===== src/hw/rtl/motion_wake_mode_controller_assert.svh =====
// assertion macros for the motion wake mode controller
// expects clk_i and rst_ni in the scope of each use
`ifndef MOTION_WAKE_MODE_CONTROLLER_ASSERT_SVH
`define MOTION_WAKE_MODE_CONTROLLER_ASSERT_SVH

// same-cycle implication, checked out of reset
`define MWMC_ASSERT_IMPL(label, ante, cons, msg) \
  label: assert property (@(posedge clk_i) disable iff (!rst_ni) (ante) |-> (cons)) \
    else $error(msg);

// next-cycle implication, checked out of reset
`define MWMC_ASSERT_NEXT(label, ante, cons, msg) \
  label: assert property (@(posedge clk_i) disable iff (!rst_ni) (ante) |=> (cons)) \
    else $error(msg);

`endif


===== src/hw/rtl/mwmc_pkg.sv =====
// shared types and codes for the motion wake mode controller
// no dependencies
package mwmc_pkg;

  // result mode codes
  localparam logic [1:0] MODE_WAITING  = 2'd0;
  localparam logic [1:0] MODE_INITIAL  = 2'd1;
  localparam logic [1:0] MODE_POINTING = 2'd2;

  // result event codes
  localparam logic [2:0] EV_NONE     = 3'd0;
  localparam logic [2:0] EV_INITIAL  = 3'd1;
  localparam logic [2:0] EV_POINTING = 3'd2;
  localparam logic [2:0] EV_WAITING  = 3'd3;
  localparam logic [2:0] EV_HUE      = 3'd4;

  // config register indexes
  localparam int unsigned CfgIdxW = 2;
  localparam int unsigned CfgDataW = 16;
  localparam logic [CfgIdxW-1:0] REG_MOTION_THRESHOLD = 2'd0;
  localparam logic [CfgIdxW-1:0] REG_INITIAL_MOVE_MS  = 2'd1;
  localparam logic [CfgIdxW-1:0] REG_SLEEP_AFTER_MS   = 2'd2;
  localparam logic [CfgIdxW-1:0] REG_HUE_PERIOD_MS    = 2'd3;

  // config reset values
  localparam logic [14:0] RST_MOTION_THRESHOLD = 15'd30;
  localparam logic [15:0] RST_INITIAL_MOVE_MS  = 16'd2000;
  localparam logic [15:0] RST_SLEEP_AFTER_MS   = 16'd3000;
  localparam logic [15:0] RST_HUE_PERIOD_MS    = 16'd10000;

  typedef enum logic [2:0] {
    ST_WAITING  = 3'b001,
    ST_INITIAL  = 3'b010,
    ST_POINTING = 3'b100
  } mode_state_e;

  typedef struct packed {
    logic        [31:0] now_ms;
    logic signed [15:0] accel_x;
    logic signed [15:0] accel_y;
    logic signed [15:0] accel_z;
  } in_beat_t;

  typedef struct packed {
    logic [1:0] mode;
    logic [7:0] hue;
    logic       moved;
    logic [2:0] event_res;
  } out_beat_t;

  typedef struct packed {
    logic [14:0] motion_threshold;
    logic [15:0] initial_move_ms;
    logic [15:0] sleep_after_ms;
    logic [15:0] hue_period_ms;
  } cfg_t;

  typedef struct packed {
    mode_state_e        mode;
    logic signed [15:0] ref_x;
    logic signed [15:0] ref_y;
    logic signed [15:0] ref_z;
    logic        [31:0] mark_time;
    logic        [7:0]  hue;
  } ctx_t;

endpackage


===== src/hw/rtl/motion_wake_mode_controller.sv =====
// an accepted input beat passes through the input reg and then the result reg to result valid
// throughput: one beat per cycle, sustained while the result side keeps up
// the mode/timer/reference state updates as a beat moves into the result reg
// reset: waiting mode, zero reference, zero mark time, zero hue, config defaults
// top level of the motion wake mode controller; uses mwmc_pkg, mwmc_step
// and the assertion macros in motion_wake_mode_controller_assert.svh
`include "motion_wake_mode_controller_assert.svh"

module motion_wake_mode_controller (
  input  logic                             clk_i,
  input  logic                             rst_ni,
  // config write port
  input  logic                             cfg_we_i,
  input  logic [mwmc_pkg::CfgIdxW-1:0]     cfg_idx_i,
  input  logic [mwmc_pkg::CfgDataW-1:0]    cfg_wdata_i,
  // sample beats in
  input  logic                             in_valid_i,
  output logic                             in_stall_o,
  input  mwmc_pkg::in_beat_t               in_beat_i,
  // result beats out
  output logic                             out_valid_o,
  input  logic                             out_stall_i,
  output mwmc_pkg::out_beat_t              out_beat_o
);
  import mwmc_pkg::*;

  // config registers
  cfg_t cfg_q;

  // input register
  logic     in_valid_q;
  in_beat_t in_beat_q;

  // block state and result register
  ctx_t      ctx_q, ctx_d;
  logic      out_valid_q;
  out_beat_t out_beat_q, res_d;

  logic advance;
  logic in_accept;

  // the input beat moves into the result reg when that reg is free or draining
  assign advance    = in_valid_q && (!out_valid_q || !out_stall_i);
  // input reg holds off only while its beat is blocked
  assign in_stall_o = in_valid_q && !advance;
  assign in_accept  = in_valid_i && !in_stall_o;

  always_ff @(posedge clk_i or negedge rst_ni) begin
    if (!rst_ni) begin
      cfg_q.motion_threshold <= RST_MOTION_THRESHOLD;
      cfg_q.initial_move_ms  <= RST_INITIAL_MOVE_MS;
      cfg_q.sleep_after_ms   <= RST_SLEEP_AFTER_MS;
      cfg_q.hue_period_ms    <= RST_HUE_PERIOD_MS;
    end else if (cfg_we_i) begin
      unique case (cfg_idx_i)
        REG_MOTION_THRESHOLD: cfg_q.motion_threshold <= cfg_wdata_i[14:0];
        REG_INITIAL_MOVE_MS:  cfg_q.initial_move_ms  <= cfg_wdata_i;
        REG_SLEEP_AFTER_MS:   cfg_q.sleep_after_ms   <= cfg_wdata_i;
        REG_HUE_PERIOD_MS:    cfg_q.hue_period_ms    <= cfg_wdata_i;
        default: ;
      endcase
    end
  end

  // input stage
  always_ff @(posedge clk_i or negedge rst_ni) begin
    if (!rst_ni) begin
      in_valid_q <= 1'b0;
    end else if (in_accept) begin
      in_valid_q <= 1'b1;
    end else if (advance) begin
      in_valid_q <= 1'b0;
    end
  end

  always_ff @(posedge clk_i) begin
    if (in_accept) begin
      in_beat_q <= in_beat_i;
    end
  end

  mwmc_step u_step (
    .cfg_i  (cfg_q),
    .ctx_i  (ctx_q),
    .beat_i (in_beat_q),
    .ctx_o  (ctx_d),
    .res_o  (res_d)
  );

  // state commits as the beat enters the result reg
  always_ff @(posedge clk_i or negedge rst_ni) begin
    if (!rst_ni) begin
      ctx_q.mode      <= ST_WAITING;
      ctx_q.ref_x     <= '0;
      ctx_q.ref_y     <= '0;
      ctx_q.ref_z     <= '0;
      ctx_q.mark_time <= '0;
      ctx_q.hue       <= '0;
    end else if (advance) begin
      ctx_q <= ctx_d;
    end
  end

  // result stage
  always_ff @(posedge clk_i or negedge rst_ni) begin
    if (!rst_ni) begin
      out_valid_q <= 1'b0;
    end else if (advance) begin
      out_valid_q <= 1'b1;
    end else if (!out_stall_i) begin
      out_valid_q <= 1'b0;
    end
  end

  always_ff @(posedge clk_i) begin
    if (advance) begin
      out_beat_q <= res_d;
    end
  end

  assign out_valid_o = out_valid_q;
  assign out_beat_o  = out_beat_q;

  // motion only ever starts initial move or restarts the pointing timer
  `MWMC_ASSERT_IMPL(a_moved_event, out_valid_q && out_beat_q.moved, out_beat_q.event_res == EV_INITIAL || out_beat_q.event_res == EV_NONE, "motion with unexpected event")
  // a hue step happens only in waiting
  `MWMC_ASSERT_IMPL(a_hue_in_waiting, out_valid_q && out_beat_q.event_res == EV_HUE, out_beat_q.mode == MODE_WAITING, "hue step outside waiting")
  // a committed beat always shows up in the result reg
  `MWMC_ASSERT_NEXT(a_advance_fills, advance, out_valid_q, "result reg not filled")
  // hue register changes only on a hue step
  `MWMC_ASSERT_NEXT(a_hue_hold, !advance || res_d.event_res != EV_HUE, $stable(ctx_q.hue), "hue moved without hue step")
  // input side only stalls with a beat held
  `MWMC_ASSERT_IMPL(a_stall_needs_beat, in_stall_o, in_valid_q, "stall without held beat")

endmodule


===== src/hw/rtl/mwmc_step.sv =====
// next-state and result logic for one sample beat
// depends on mwmc_pkg
module mwmc_step (
  input  mwmc_pkg::cfg_t     cfg_i,
  input  mwmc_pkg::ctx_t     ctx_i,
  input  mwmc_pkg::in_beat_t beat_i,
  output mwmc_pkg::ctx_t     ctx_o,
  output mwmc_pkg::out_beat_t res_o
);
  import mwmc_pkg::*;

  logic signed [16:0] diff_x, diff_y, diff_z;
  logic        [16:0] mag_x, mag_y, mag_z;
  logic        [16:0] thr_ext;
  logic               motion;
  logic        [31:0] elapsed;
  logic               init_done, sleep_done, hue_due;

  // per-axis difference in 17 bits, then magnitude compare
  assign diff_x = {beat_i.accel_x[15], beat_i.accel_x} - {ctx_i.ref_x[15], ctx_i.ref_x};
  assign diff_y = {beat_i.accel_y[15], beat_i.accel_y} - {ctx_i.ref_y[15], ctx_i.ref_y};
  assign diff_z = {beat_i.accel_z[15], beat_i.accel_z} - {ctx_i.ref_z[15], ctx_i.ref_z};
  assign mag_x  = diff_x[16] ? 17'(-diff_x) : 17'(diff_x);
  assign mag_y  = diff_y[16] ? 17'(-diff_y) : 17'(diff_y);
  assign mag_z  = diff_z[16] ? 17'(-diff_z) : 17'(diff_z);
  assign thr_ext = {2'b00, cfg_i.motion_threshold};
  assign motion = (mag_x >= thr_ext) || (mag_y >= thr_ext) || (mag_z >= thr_ext);

  // elapsed time modulo 2^32
  assign elapsed    = beat_i.now_ms - ctx_i.mark_time;
  assign init_done  = elapsed >= {16'd0, cfg_i.initial_move_ms};
  assign sleep_done = elapsed >= {16'd0, cfg_i.sleep_after_ms};
  assign hue_due    = elapsed >= {16'd0, cfg_i.hue_period_ms};

  always_comb begin
    logic moved;
    logic [2:0] ev;
    moved = 1'b0;
    ev    = EV_NONE;
    ctx_o = ctx_i;
    unique case (ctx_i.mode)
      ST_INITIAL: begin
        // no motion check in initial move
        if (init_done) begin
          ctx_o.mode      = ST_POINTING;
          ctx_o.mark_time = beat_i.now_ms;
          ev              = EV_POINTING;
        end
      end
      ST_POINTING: begin
        moved = motion;
        if (motion) begin
          ctx_o.mark_time = beat_i.now_ms;
        end else if (sleep_done) begin
          ctx_o.mode      = ST_WAITING;
          ctx_o.mark_time = beat_i.now_ms;
          ev              = EV_WAITING;
        end
      end
      default: begin
        ctx_o.mode = ST_WAITING;
        moved      = motion;
        if (motion) begin
          ctx_o.mode      = ST_INITIAL;
          ctx_o.mark_time = beat_i.now_ms;
          ev              = EV_INITIAL;
        end else if (hue_due) begin
          ctx_o.hue       = ctx_i.hue + 8'd1;
          ctx_o.mark_time = beat_i.now_ms;
          ev              = EV_HUE;
        end
      end
    endcase
    // reference follows the sample on motion
    if (moved) begin
      ctx_o.ref_x = beat_i.accel_x;
      ctx_o.ref_y = beat_i.accel_y;
      ctx_o.ref_z = beat_i.accel_z;
    end
    unique case (ctx_o.mode)
      ST_INITIAL:  res_o.mode = MODE_INITIAL;
      ST_POINTING: res_o.mode = MODE_POINTING;
      default:     res_o.mode = MODE_WAITING;
    endcase
    res_o.hue       = ctx_o.hue;
    res_o.moved     = moved;
    res_o.event_res = ev;
  end

endmodule

===== config.mk =====
export PLATFORM = sky130hd
export DESIGN_NAME = motion_wake_mode_controller
export DESIGN_NICKNAME = d
export VERILOG_FILES = /design/src/hw/rtl/mwmc_pkg.sv /design/src/hw/rtl/motion_wake_mode_controller.sv /design/src/hw/rtl/mwmc_step.sv
export VERILOG_INCLUDE_DIRS = /design/src /design/src/hw/rtl
export SDC_FILE = /design/constraint.sdc
export NUM_CORES = 1
export LEC_CHECK = 0
export BUFFER_PORTS_ARGS = -buffer_cell sky130_fd_sc_hd__clkbuf_2
export CAP_MARGIN = 5
export CORE_MARGIN = 2
export CORE_UTILIZATION = 40
export CTS_BUF_LIST = sky130_fd_sc_hd__clkbuf_4 sky130_fd_sc_hd__clkbuf_8
export DETAILED_ROUTE_END_ITERATION = 16
export SYNTH_ARGS = -nofsm -noshare
export SYNTH_HDL_FRONTEND = slang
export SYNTH_SLANG_ARGS = --single-unit

===== constraint.sdc =====
create_clock -name clk_i -period 12.2 [get_ports clk_i]
set_input_delay 2.44 -clock clk_i [delete_from_list [all_inputs] [get_ports clk_i]]
set_output_delay 2.44 -clock clk_i [all_outputs]
set_load 0.05 [all_outputs]

==> results of run 1 <==
## cells by family after synthesis
family	count (synthesis)
muxes	133
and+or+nand+nor	416
buffers and inverters	205
DFF	250
AOI/OAI and AO/OA	385
xor gates and xnor gates	105
adders and majority gates	180
## synth_stat cells, drive strengths merged, types with 8 or more instances
cell type and number:
nand4 20, nand2b 25, nor2b 17, inv 164, a211oi 20, and3 11, xor2 35, nor3 22
dfrtp 133, ha 176, a31oi 12, o211ai 13, a21o 41, clkbuf 23, nand3b 8, xnor2 70
nor4 13, mux2 127, a21oi 91, nor2 90, buf 18, dfstp 23, o31ai 10, nor3b 8
edfxtp 94, nand2 117, o21ai 93, or3 10, o21bai 9, and2 18, o21a 22, nand3 36
## worst max path at each step
| stage | start | endpoint | slack, ps | depth (start not counted) |
|---|---|---|---|---|
| CTS | in_beat_q[32] | out_beat_o[5] | 5840 | 22 |
| global route | in_beat_q[32] | out_beat_o[5] | 5290 | 22 |
| finish | in_beat_q[32] | out_beat_o[5] | 5810 | 20 |
| detailed placement | in_beat_q[32] | out_beat_o[5] | 5870 | 22 |
| global placement | in_beat_q[32] | out_beat_o[5] | 5960 | 22 |
| floorplan | ctx_q[72] | out_beat_o[5] | 6790 | 21 |
## flip-flops by register name, indices dropped and copies added, names as in the netlist
| signal | cells |
|---|---|
| ctx_q | 91 |
| in_beat_q | 80 |
| cfg_q | 63 |
| out_beat_o | 14 |
| in_valid_q | 1 |
| out_valid_o | 1 |
## worst min-delay path: cells and delay by family, from the launching register on
| kind | cells | cell delay, ps |
|---|---|---|
| flops | 1 | 340 |
| compound gates | 1 | 60 |
| simple gates | 1 | 50 |
## layout make-up
class	count	area share, %
clock inverter	20	1.12
sequential	250	34.9
tap	539	3.49
clock buffer	70	4.53
inverter	164	3.18
multi-input combinational	1219	49.3
timing repair buffer	126	3.40
antenna	1	0.0129
## power by group
group	internal [mW]	leakage, nW	total (mW)	switching, mW
Combinational	1.29	5.41	2.95	1.66
Clock	0.551	0.579	0.929	0.379
Sequential	1.07	2.73	1.16	0.0872
## routing by layer
layer,vias up,track usage [%],share of wire (%)
met5,-,0,0
met4,0,6.44,2.7
li1,6332,-,-
met3,63,2.69,3.2
met1,6001,22.4,47
met2,174,29.2,47
==> metrics.log, run 1 <==
[metrics] y dimension of the die: 211 µm
[metrics] WL/cell: 15.7 µm
[metrics] Hold Vio Cnt, Final: 0
[metrics] portion of netlist area occupied by mux cells: 9.40%
[metrics] combined area of the multi-input logic cells: 9530 µm²
[metrics] Worst Setup Slack post-DPL: 5870 ps
[metrics] CTS-repair resized insts: 0
[metrics] arithmetic-cell share of the synthesized area counting full adders, half adders and majority gates: 13.4%
[metrics] DRC violations left: 0
[metrics] standard-cell rows: 75
[metrics] number of vias per cell after detailed routing: 5.26
[metrics] Post-DP HPWL: 27.9 mm
[metrics] worst min-delay path startpoint: ctx_q[72]
[metrics] slowest library cell on the worst path: sky130_fd_sc_hd__a211oi_4
[metrics] Critical Path Max Stage Delay: 700 ps
[metrics] Post-synth EDFFs: 94
[metrics] most frequent cells in the layout: sky130_fd_sc_hd__ha_1 (176), sky130_fd_sc_hd__inv_1 (164), sky130_fd_sc_hd__dfrtp_1 (133)
[metrics] global-route wire length before repair: 62.8 mm
[metrics] total area of sequential cells: 6760 µm²
[metrics] Pwr Total: 5.04 mW
[metrics] clock tree from TritonCTS: done
[metrics] effective utilization at floorplan: 40.6%
[metrics] vias in the first global route: 12600
[metrics] Endpoint, Worst Hold: ctx_q[72]
[metrics] Slew HR: 27.6%
[metrics] most frequent cell on the critical path: sky130_fd_sc_hd__nor4_1
[metrics] Total Nets Final: 2092
[metrics] Die Outline Area: 44400 µm²
[metrics] total wirelength of the detailed-routed design: 37.5 mm
[metrics] pwr/cell area: 261 nW/µm²
[metrics] Floorplan Core Area: 42000 µm²
[metrics] Post-DRT Antenna Nets: 0
[metrics] count of final max-slew check failures: 0
[metrics] Max Fanout on Critical Path: 16
[metrics] cell-by-cell trace of the critical path: inv_1 > ha_1 > fa_1 > nand2b_1 > a21oi_1 > nor4_1 > a31o_2 > nor4_1 > nand4b_1 > o31ai_1 > xnor2_1 > ha_1 > a222oi_1 > o211ai_1 > nor4_1 > o31ai_1 > a211oi_1 > nand4_4 > a211oi_4 > mux2_2
[metrics] TritonCTS sink count: 250
[metrics] dominant cell type by area after synthesis: sky130_fd_sc_hd__dfrtp_1
[metrics] Max H-tree Level: 2
[metrics] commonest non-fill, non-tap cell in the layout: sky130_fd_sc_hd__ha_1
[metrics] number of filler instances in the final layout: 4017
[metrics] proportion of synthesized chip area in sequential cells: 39.5%
[metrics] share of cells above drive strength 1: 21.4%
[metrics] synthesis-to-finish area growth: 13.1%
[metrics] number of placed cells counting well taps: 2298
[metrics] Post-Layout Cell Count: 2389
[metrics] synthesis-stage register bit count: 250
[metrics] Fmax: 157 MHz
[metrics] number of input and output port buffers inserted: 118
[metrics] R2R cell count: 20
[metrics] worst-margin pin slew: 1090 ps
[metrics] Unique masters post-synth: 93
[metrics] pin count of the biggest net entering global routing: 81
[metrics] cell count after synthesis: 1674
[metrics] dominant cells by area after synthesis: sky130_fd_sc_hd__dfrtp_1 (19%), sky130_fd_sc_hd__edfxtp_1 (17%), sky130_fd_sc_hd__ha_1 (13%)
[metrics] post-synthesis net count: 1957
[metrics] critical path endpoint category: register
[metrics] Crit Reg-Reg Endpoint: out_beat_o[5]
[metrics] count of pins on the block boundary: 119
[metrics] share of the core filled with cells in the final layout: 46.0%
[metrics] Layout Cell Area excl Fill: 19300 µm²
[metrics] Fin Clk Skew: 38.7 ps
[metrics] initial antenna violation count: 1
[metrics] post-layout min period: 6390 ps
[metrics] Syn Area/Cell: 10.2 µm²
[metrics] setup violation total in the final timing report: 0
[metrics] Longest Clk Path Bufs: 3
[metrics] insertion delay to the later sink of the worst-skew pair: 630 ps
[metrics] worst hold slack: 488 ps
[metrics] simple-gate share of the synthesized area: 12.4%
[metrics] Initial DRT Pass Iterations: 5
[metrics] startpoint class of the critical path: register
[metrics] worst reg-to-reg setup slack: 5810 ps
[metrics] Max-Cap Viols: 0
[metrics] synthesized cell area: 17100 µm²
[metrics] final weighted congestion of routability-driven global placement: 0.865
[metrics] required time worst endpoint: 12570 ps
[metrics] floorplan die width: 211 µm
[metrics] via count: 12600
[metrics] CTS Buf Count: 48
[metrics] least setup slack across all paths after layout: 5810 ps
[metrics] XOR/XNOR share of the synthesized area: 5.38%
[metrics] post-synth top area share: 19.5%
[metrics] initial DRC count: 575
[metrics] fin crit share: 52.4%
[metrics] gate family responsible for the most delay along the worst path: compound AO/OA/AOI/OAI gates
[metrics] crit path kind: register to register
[metrics] count of cells along the worst hold path: 2
[metrics] number of buffers inserted for hold repair after clock tree synthesis: 0
[metrics] setup repair after global routing missed its margin: no
[metrics] Most used DFF post-synth: sky130_fd_sc_hd__dfrtp_1
[metrics] largest family of logic cells by synthesized area: compound AO/OA/AOI/OAI gates
[metrics] total negative slack: 0 ps
[metrics] overflow left after global routing: 0
[metrics] Reg2Reg Launch Point: in_beat_q[32]
[metrics] area fraction in compound gates after synthesis: 15.1%
[metrics] peak ir drop on the vdd network: 0.0976 mV
[metrics] Total GRT Usage: 17.3%
[metrics] arrival time at the worst endpoint: 6760 ps
[metrics] Clk Tree Root Cell: sky130_fd_sc_hd__clkbuf_8
[metrics] critical path buffer and inverter count: 1
[metrics] leakage: 8.72 nW
[metrics] Area after DPL: 18200 µm²
[metrics] YS warnings: 0
[metrics] number of post-CTS setup repair buffers: 0
[metrics] worst min path class: register to register
[metrics] outcome: finished clean
[metrics] post-CTS clock slew at the launch and capture registers of the worst setup and hold paths: 60 ps
[metrics] async set or reset register ratio after synthesis: 62.4%
Note: power is estimated with default switching activity, not from simulation.
==> run 2: changes to the inputs <==
==> constraint.sdc (replaced) <==
create_clock -name clk_i -period 5.45 [get_ports clk_i]
set_input_delay 1.09 -clock clk_i [delete_from_list [all_inputs] [get_ports clk_i]]
set_output_delay 1.09 -clock clk_i [all_outputs]
set_load 0.05 [all_outputs]
==> run 2 against run 1 <==
The flow now finishes with violations (negative setup slack). Routed wire length increased by 5.3%. Critical path depth rose by 5. Maximum frequency is 17% higher. Sequential power grew 120%. Register-to-register slack worse by 5800 ps. Total power up 140%. Non-clock buffer count up 106. First-iteration DRC count increased by 8.0%. Core utilization increased by 2.9 points. Final area increased by 6.4%. Die area is the same. Global-route usage grew 0.65 points.
==> metrics.log, run 2 (same netlist as run 1, synthesis figures left out) <==
[metrics] crit path kind: register to register
[metrics] number of vias per cell after detailed routing: 5.23
[metrics] via count: 13000
[metrics] R2R cell count: 25
[metrics] Max Fanout on Critical Path: 7
[metrics] global-route wire length before repair: 64.8 mm
[metrics] Crit Reg-Reg Endpoint: ctx_q[24]
[metrics] Max H-tree Level: 2
[metrics] Endpoint, Worst Hold: out_valid_o
[metrics] worst min-delay path startpoint: in_valid_q
[metrics] floorplan die width: 211 µm
[metrics] number of input and output port buffers inserted: 118
[metrics] Initial DRT Pass Iterations: 5
[metrics] Fin Clk Skew: 21.4 ps
[metrics] pwr/cell area: 597 nW/µm²
[metrics] startpoint class of the critical path: register
[metrics] relative contribution of sequential cells to total power: 21.1%
[metrics] Comb pwr share: 62.3%
[metrics] CTS Buf Count: 46
[metrics] least setup slack across all paths after layout: -24.6 ps
[metrics] setup repair after global routing missed its margin: yes
[metrics] overflow left after global routing: 0
[metrics] commonest non-fill, non-tap cell in the layout: sky130_fd_sc_hd__ha_1
[metrics] outcome: finished, violations left
[metrics] Hold Vio Cnt, Final: 0
[metrics] max reg flops: 91
[metrics] post-CTS clock slew at the launch and capture registers of the worst setup and hold paths: 60 ps
[metrics] clock tree from TritonCTS: done
[metrics] final weighted congestion of routability-driven global placement: 0.867
[metrics] worst min path class: register to register
[metrics] Clk Tree Root Cell: sky130_fd_sc_hd__clkbuf_8
[metrics] setup violation total in the final timing report: 39
[metrics] Longest Clk Path Bufs: 3
[metrics] worst-margin pin slew: 1080 ps
[metrics] peak ir drop on the vdd network: 0.271 mV
[metrics] Fmax: 183 MHz
[metrics] effective utilization at floorplan: 40.6%
[metrics] Total GRT Usage: 18.0%
[metrics] Floorplan Core Area: 42000 µm²
[metrics] Switching Share: 41.5%
[metrics] TritonCTS sink count: 250
[metrics] standard-cell rows: 75
[metrics] Max-Cap Viols: 0
[metrics] number of placed cells counting well taps: 2378
[metrics] Worst Setup Slack post-DPL: -365 ps
[metrics] register name with the most flops: ctx_q
[metrics] Post-DRT Antenna Nets: 0
[metrics] internal power: 7.18 mW
[metrics] leakage: 9.39 nW
[metrics] required time worst endpoint: 5960 ps
[metrics] leading registers by flop count: ctx_q (91), in_beat_q (80), cfg_q (63)
[metrics] fin crit share: 100%
[metrics] vias in the first global route: 13200
[metrics] Post-DP HPWL: 28.9 mm
[metrics] count of pins on the block boundary: 119
[metrics] total wirelength of the detailed-routed design: 39.5 mm
[metrics] critical path endpoint category: register
[metrics] worst reg-to-reg setup slack: -20 ps
[metrics] Total Nets Final: 2196
[metrics] insertion delay to the later sink of the worst-skew pair: 630 ps
[metrics] failing checks: negative setup slack
[metrics] initial DRC count: 621
[metrics] post-layout min period: 5470 ps
[metrics] Sw Pwr: 5.09 mW
[metrics] WL/cell: 15.9 µm
[metrics] DRC violations left: 0
[metrics] count of cells along the worst hold path: 1
[metrics] share of cells above drive strength 1: 28.2%
[metrics] initial antenna violation count: 2
[metrics] count of final max-slew check failures: 0
[metrics] y dimension of the die: 211 µm
[metrics] Die Outline Area: 44400 µm²
[metrics] number of filler instances in the final layout: 3895
[metrics] Slew HR: 28.0%
[metrics] share of total power in the clock network: 16.7%
[metrics] synthesis-to-finish area growth: 20.3%
[metrics] Post-Layout Cell Count: 2492
[metrics] Reg2Reg Launch Point: in_beat_q[16]
[metrics] most frequent cells in the layout: sky130_fd_sc_hd__ha_1 (172), sky130_fd_sc_hd__inv_1 (163), sky130_fd_sc_hd__dfrtp_1 (133)
[metrics] pin count of the biggest net entering global routing: 95
[metrics] arrival time at the worst endpoint: 5990 ps
[run 2: cell count changes in the layout (fill, tap and decap cells not counted), sizes merged]
| cell | before | now |
|---|---|---|
| buf | 9 | 111 |
| clkbuf | 187 | 191 |
| clkinv | 13 | 10 |
| clkinvlp | 1 | 0 |
| diode | 1 | 2 |
[run 2: how the worst max path moves through the flow]
stage / from / endpoint
3_5_place_dp: in_beat_q[37] / ctx_q[29]
3_3_place_gp: in_beat_q[37] / out_beat_o[5]
2_1_floorplan: ctx_q[72] / out_beat_o[5]
4_1_cts: in_beat_q[16] / ctx_q[16]
6_report: in_beat_q[16] / ctx_q[24]
5_1_grt: in_beat_q[0] / out_beat_o[9]
[run 2: power groups by stage]
stage                     Clock [mW]  Combinational [mW]  Sequential (mW)
after detailed placement           0                7.14             2.62
after global routing            2.19                8.59             2.64
after CTS                       2.12                7.35             2.59
final                           2.05                7.64             2.59
after global placement             0                6.95             2.61
after floorplan                    0                5.16             2.64
[run 2: routing by layer]
layer	vias up	share of wire, %	GRT usage [%]
li1	6534	-	-
met4	0	3.1	7.50
met1	6217	46	22.9
met3	80	3.8	2.74
met5	-	0	0
met2	210	48	30.4
[run 2: critical path: stages, from the launching register on]
cell,delay (ps)
sky130_fd_sc_hd__edfxtp_1,370
sky130_fd_sc_hd__inv_2,70
sky130_fd_sc_hd__ha_2,180
sky130_fd_sc_hd__fa_2,210
sky130_fd_sc_hd__nor2b_2,50
sky130_fd_sc_hd__o31a_1,340
sky130_fd_sc_hd__buf_4,180
sky130_fd_sc_hd__or4b_1,480
sky130_fd_sc_hd__nand3_2,120
sky130_fd_sc_hd__nor3_2,60
sky130_fd_sc_hd__and2_1,170
sky130_fd_sc_hd__and3b_1,190
sky130_fd_sc_hd__a31oi_1,200
sky130_fd_sc_hd__xor2_1,270
sky130_fd_sc_hd__ha_1,310
sky130_fd_sc_hd__a222oi_1,290
sky130_fd_sc_hd__o211ai_1,160
sky130_fd_sc_hd__nor4_1,180
sky130_fd_sc_hd__o31ai_1,110
sky130_fd_sc_hd__a211oi_1,200
sky130_fd_sc_hd__buf_4,160
sky130_fd_sc_hd__nand4_4,180
sky130_fd_sc_hd__o21bai_4,220
sky130_fd_sc_hd__a21oi_4,140
sky130_fd_sc_hd__clkbuf_16,230
sky130_fd_sc_hd__mux2_4,290
[run 2: cell type report]
| cell class | count | area (µm²) | area share, % |
|---|---|---|---|
| Antenna cell | 2 | 5.00 | 0.0243 |
| Clock buffer | 70 | 857 | 4.17 |
| Clock inverter | 16 | 183 | 0.888 |
| Inverter | 164 | 616 | 2.99 |
| Multi-Input combinational cell | 1219 | 9880 | 48.1 |
| Sequential cell | 250 | 6760 | 32.9 |
| Tap cell | 539 | 674 | 3.28 |
| Timing Repair Buffer | 232 | 1590 | 7.74 |
[run 2: metrics by stage]
step / total power, mW / setup TNS [ps] / util [%] / cell area, µm² / hold slack [ps]
2_1_floorplan: 7.80 / 0 / - / 17100 / 454
3_3_place_gp: 9.56 / -16310 / 44.9 / 18900 / 468
3_5_place_dp: 9.76 / -27600 / 44.9 / 18900 / 480
4_1_cts: 12.1 / -1630 / 47.9 / 20100 / 494
5_1_grt: 13.4 / -20690 / 48.9 / 20600 / 514
6_report: 12.3 / -425 / 48.9 / 20600 / 492
[run 2: what timing repair did]
action | in CTS | in global routing
gates resized for setup | 29 | 59
pin swaps | 5 | 22
setup endpoints to repair | 97 | 104
setup buffers | 9 | 12
cloned | 2 | 3
hold buffers | 0 | 0
hold endpoints to repair | 0 | 0
==> run 3: changes to the inputs <==
--- a/config.mk
+++ b/config.mk
@@ -6,6 +6,7 @@
 export SDC_FILE = /design/constraint.sdc
 export NUM_CORES = 1
 export LEC_CHECK = 0
+export ABC_AREA = 1
 export BUFFER_PORTS_ARGS = -buffer_cell sky130_fd_sc_hd__clkbuf_2
 export CAP_MARGIN = 5
 export CORE_MARGIN = 2
==> run 3 against run 2 <==
The run now ends clean. Final area rose by 3.3%. Count of clock-buffer cells in the layout down 2. Total power rose by 0.26%. Clock power fell by 2%. Register-to-register slack better by 330 ps. Sequential power hardly changed. Cell count rose by 36%. Sequential cell count did not move. Global-route usage increased by 1.8 points. Setup slack gained 330 ps. Largest power group unchanged.
==> metrics.log, run 3 <==
[metrics] dominant cells by area after synthesis: sky130_fd_sc_hd__dfrtp_1 (18%), sky130_fd_sc_hd__nand2_1 (16%), sky130_fd_sc_hd__edfxtp_1 (15%)
[metrics] critical path endpoint category: register
[metrics] Critical Path Max Stage Delay: 610 ps
[metrics] post-layout min period: 5140 ps
[metrics] slowest library cell on the worst path: sky130_fd_sc_hd__fa_1
[metrics] Fmax: 194 MHz
[metrics] worst min path class: input port to asynchronous set/reset pin
[metrics] number of placed cells counting well taps: 3290
[metrics] Hold Vio Cnt, Final: 0
[metrics] leakage: 11.4 nW
[metrics] R2R cell count: 30
[metrics] final weighted congestion of routability-driven global placement: 0.922
[metrics] top cell types by occurrence after synthesis: sky130_fd_sc_hd__nand2_1 (826), sky130_fd_sc_hd__inv_1 (449), sky130_fd_sc_hd__nor2_1 (200)
[metrics] Post-DRT Antenna Nets: 0
[metrics] crit path kind: register to register
[metrics] async set or reset register ratio after synthesis: 62.4%
[metrics] Total Nets Final: 3022
[metrics] count of final max-slew check failures: 0
[metrics] register name with the most flops: ctx_q
[metrics] CTS Buf Count: 46
[metrics] total wirelength of the detailed-routed design: 48.7 mm
[metrics] worst-margin pin slew: 1280 ps
[metrics] Clk Tree Root Cell: sky130_fd_sc_hd__clkbuf_8
[metrics] arrival time at the worst endpoint: 5710 ps
[metrics] insertion delay to the later sink of the worst-skew pair: 640 ps
[metrics] leading registers by flop count: ctx_q (91), in_beat_q (80), cfg_q (63)
[metrics] simple-gate share of the synthesized area: 28.8%
[metrics] pwr/cell area: 579 nW/µm²
[metrics] TritonCTS sink count: 250
[metrics] number of filler instances in the final layout: 4740
[metrics] synthesized cell area: 18800 µm²
[metrics] global-route wire length before repair: 80.3 mm
[metrics] overflow left after global routing: 0
[metrics] count of pins on the block boundary: 119
[metrics] share of cells above drive strength 1: 12.8%
[metrics] Post-Layout Cell Count: 3385
[metrics] Max-Cap Viols: 0
[metrics] outcome: finished clean
[metrics] startpoint class of the critical path: register
[metrics] worst reg-to-reg setup slack: 310 ps
[metrics] post-synthesis net count: 2869
[metrics] Area after DPL: 20100 µm²
[metrics] proportion of synthesized chip area in sequential cells: 35.8%
[metrics] Max Fanout on Critical Path: 10
[metrics] YS warnings: 0
[metrics] most frequent cells in the layout: sky130_fd_sc_hd__nand2_1 (825), sky130_fd_sc_hd__inv_1 (448), sky130_fd_sc_hd__nor2_1 (194)
[metrics] pin count of the biggest net entering global routing: 68
[metrics] synthesis-to-finish area growth: 12.7%
[metrics] Most used DFF post-synth: sky130_fd_sc_hd__dfrtp_1
[metrics] y dimension of the die: 221 µm
[metrics] post-CTS clock slew at the launch and capture registers of the worst setup and hold paths: 60 ps
[metrics] setup violation total in the final timing report: 0
[metrics] effective utilization at floorplan: 40.5%
[metrics] floorplan die width: 221 µm
[metrics] number of buffers inserted for hold repair after clock tree synthesis: 0
[metrics] initial antenna violation count: 0
[metrics] max reg flops: 91
[metrics] most frequent cell after synthesis: sky130_fd_sc_hd__nand2_1
[metrics] DRC violations left: 0
[metrics] Post-DP HPWL: 38.0 mm
[metrics] via count: 16500
[metrics] Post-synth EDFFs: 94
[metrics] Longest Clk Path Bufs: 3
[metrics] post-synth top area share: 17.7%
[metrics] Reg2Reg Launch Point: in_beat_q[16]
[metrics] fin crit share: 94.4%
[metrics] Floorplan Core Area: 46600 µm²
[metrics] Max H-tree Level: 2
[metrics] Slew HR: 14.3%
[metrics] number of input and output port buffers inserted: 118
[metrics] initial DRC count: 909
[metrics] Total GRT Usage: 19.8%
[metrics] clock tree from TritonCTS: done
[metrics] vias in the first global route: 16300
[metrics] commonest non-fill, non-tap cell in the layout: sky130_fd_sc_hd__nand2_1
[metrics] area fraction in compound gates after synthesis: 9.34%
[metrics] Layout Cell Area excl Fill: 21200 µm²
[metrics] dominant cell type by area after synthesis: sky130_fd_sc_hd__dfrtp_1
[metrics] Crit Reg-Reg Endpoint: ctx_q[67]
[metrics] Fin Clk Skew: 32.5 ps
[metrics] synthesis-stage register bit count: 250
[metrics] standard-cell rows: 79
[metrics] number of vias per cell after detailed routing: 4.88
[metrics] portion of netlist area occupied by mux cells: 0%
[metrics] peak ir drop on the vdd network: 0.289 mV
[metrics] cell count after synthesis: 2586
[metrics] arithmetic-cell share of the synthesized area counting full adders, half adders and majority gates: 12.1%
[metrics] Initial DRT Pass Iterations: 7
[metrics] XOR/XNOR share of the synthesized area: 3.15%
[metrics] Syn Area/Cell: 7.29 µm²
[metrics] WL/cell: 14.4 µm
[metrics] required time worst endpoint: 6020 ps
[metrics] Unique masters post-synth: 53
[metrics] Die Outline Area: 48900 µm²
[metrics] share of the core filled with cells in the final layout: 45.6%
[metrics] worst hold slack: 482 ps
[metrics] largest family of logic cells by synthesized area: simple AND/OR/NAND/NOR gates
run 3: how the worst max path moves through the flow:
stage | from | cells past startpoint | end | slack [ps]
after floorplan | ctx_q[56] | 26 | out_beat_o[4] | 1000
after global placement | ctx_q[56] | 25 | out_beat_o[13] | 360
after detailed placement | in_beat_q[16] | 28 | ctx_q[82] | 70
after CTS | ctx_q[56] | 25 | out_beat_o[13] | 50
after global routing | in_beat_q[16] | 30 | ctx_q[69] | -30
final | in_beat_q[16] | 30 | ctx_q[67] | 310
run 3: worst max-delay path: cells and delay by family, from the launching register on:
kind                       cells  cell delay (ps)
AOI/OAI and AO/OA              6              950
xor gates and xnor gates       1              200
adders and majority gates      4             1200
buffers and inverters          5              580
DFF                            1              340
and+or+nand+nor               14             1780
run 3: kinds of logic (layout without fill, tap and decap cells):
group,Yosys count,in the layout
compound gates,300,300
buf+inv,500,689
other cells,0,1
flops,250,250
fa+ha+maj,180,180
simple gates,1289,1291
xor+xnor,67,67
run 3: area by class of cell:
type / count / area (µm²) / share of cell area [%]
Antenna cell: 1 / 2.50 / 0.0118
Timing Repair Buffer: 140 / 802 / 3.78
Clock buffer: 68 / 855 / 4.02
Multi-Input combinational cell: 1838 / 10100 / 47.8
Clock inverter: 18 / 176 / 0.831
Tap cell: 607 / 759 / 3.58
Sequential cell: 250 / 6760 / 31.8
Inverter: 463 / 1740 / 8.20
run 3: layer usage:
layer / vias up / global-route usage, % / share of wire (%)
met5: - / 0 / 0
met4: 0 / 6.60 / 2.9
met3: 93 / 3.61 / 4.3
met2: 319 / 33.9 / 47
met1: 7569 / 25.0 / 46
li1: 8550 / - / -
run 3: metrics by stage:
step / setup slack, ps / total power [mW] / TNS (ps)
floorplan: 998 / 8.40 / 0
finish: 308 / 12.3 / 0
global route: -29.9 / 13.7 / -87.3
CTS: 47.3 / 12.3 / 0
detailed placement: 74.2 / 10.2 / 0
global placement: 363 / 9.95 / 0
run 3: report_power, final:
part           switching [mW]  internal [mW]
combinational            4.97           2.77
sequential              0.172           2.39
clock                   0.843           1.15
total                    5.99           6.31
run 3: timing repair:
action,CTS,global route
endpoints found under the setup margin,0,104
setup buffers,0,6
resized for setup,0,20
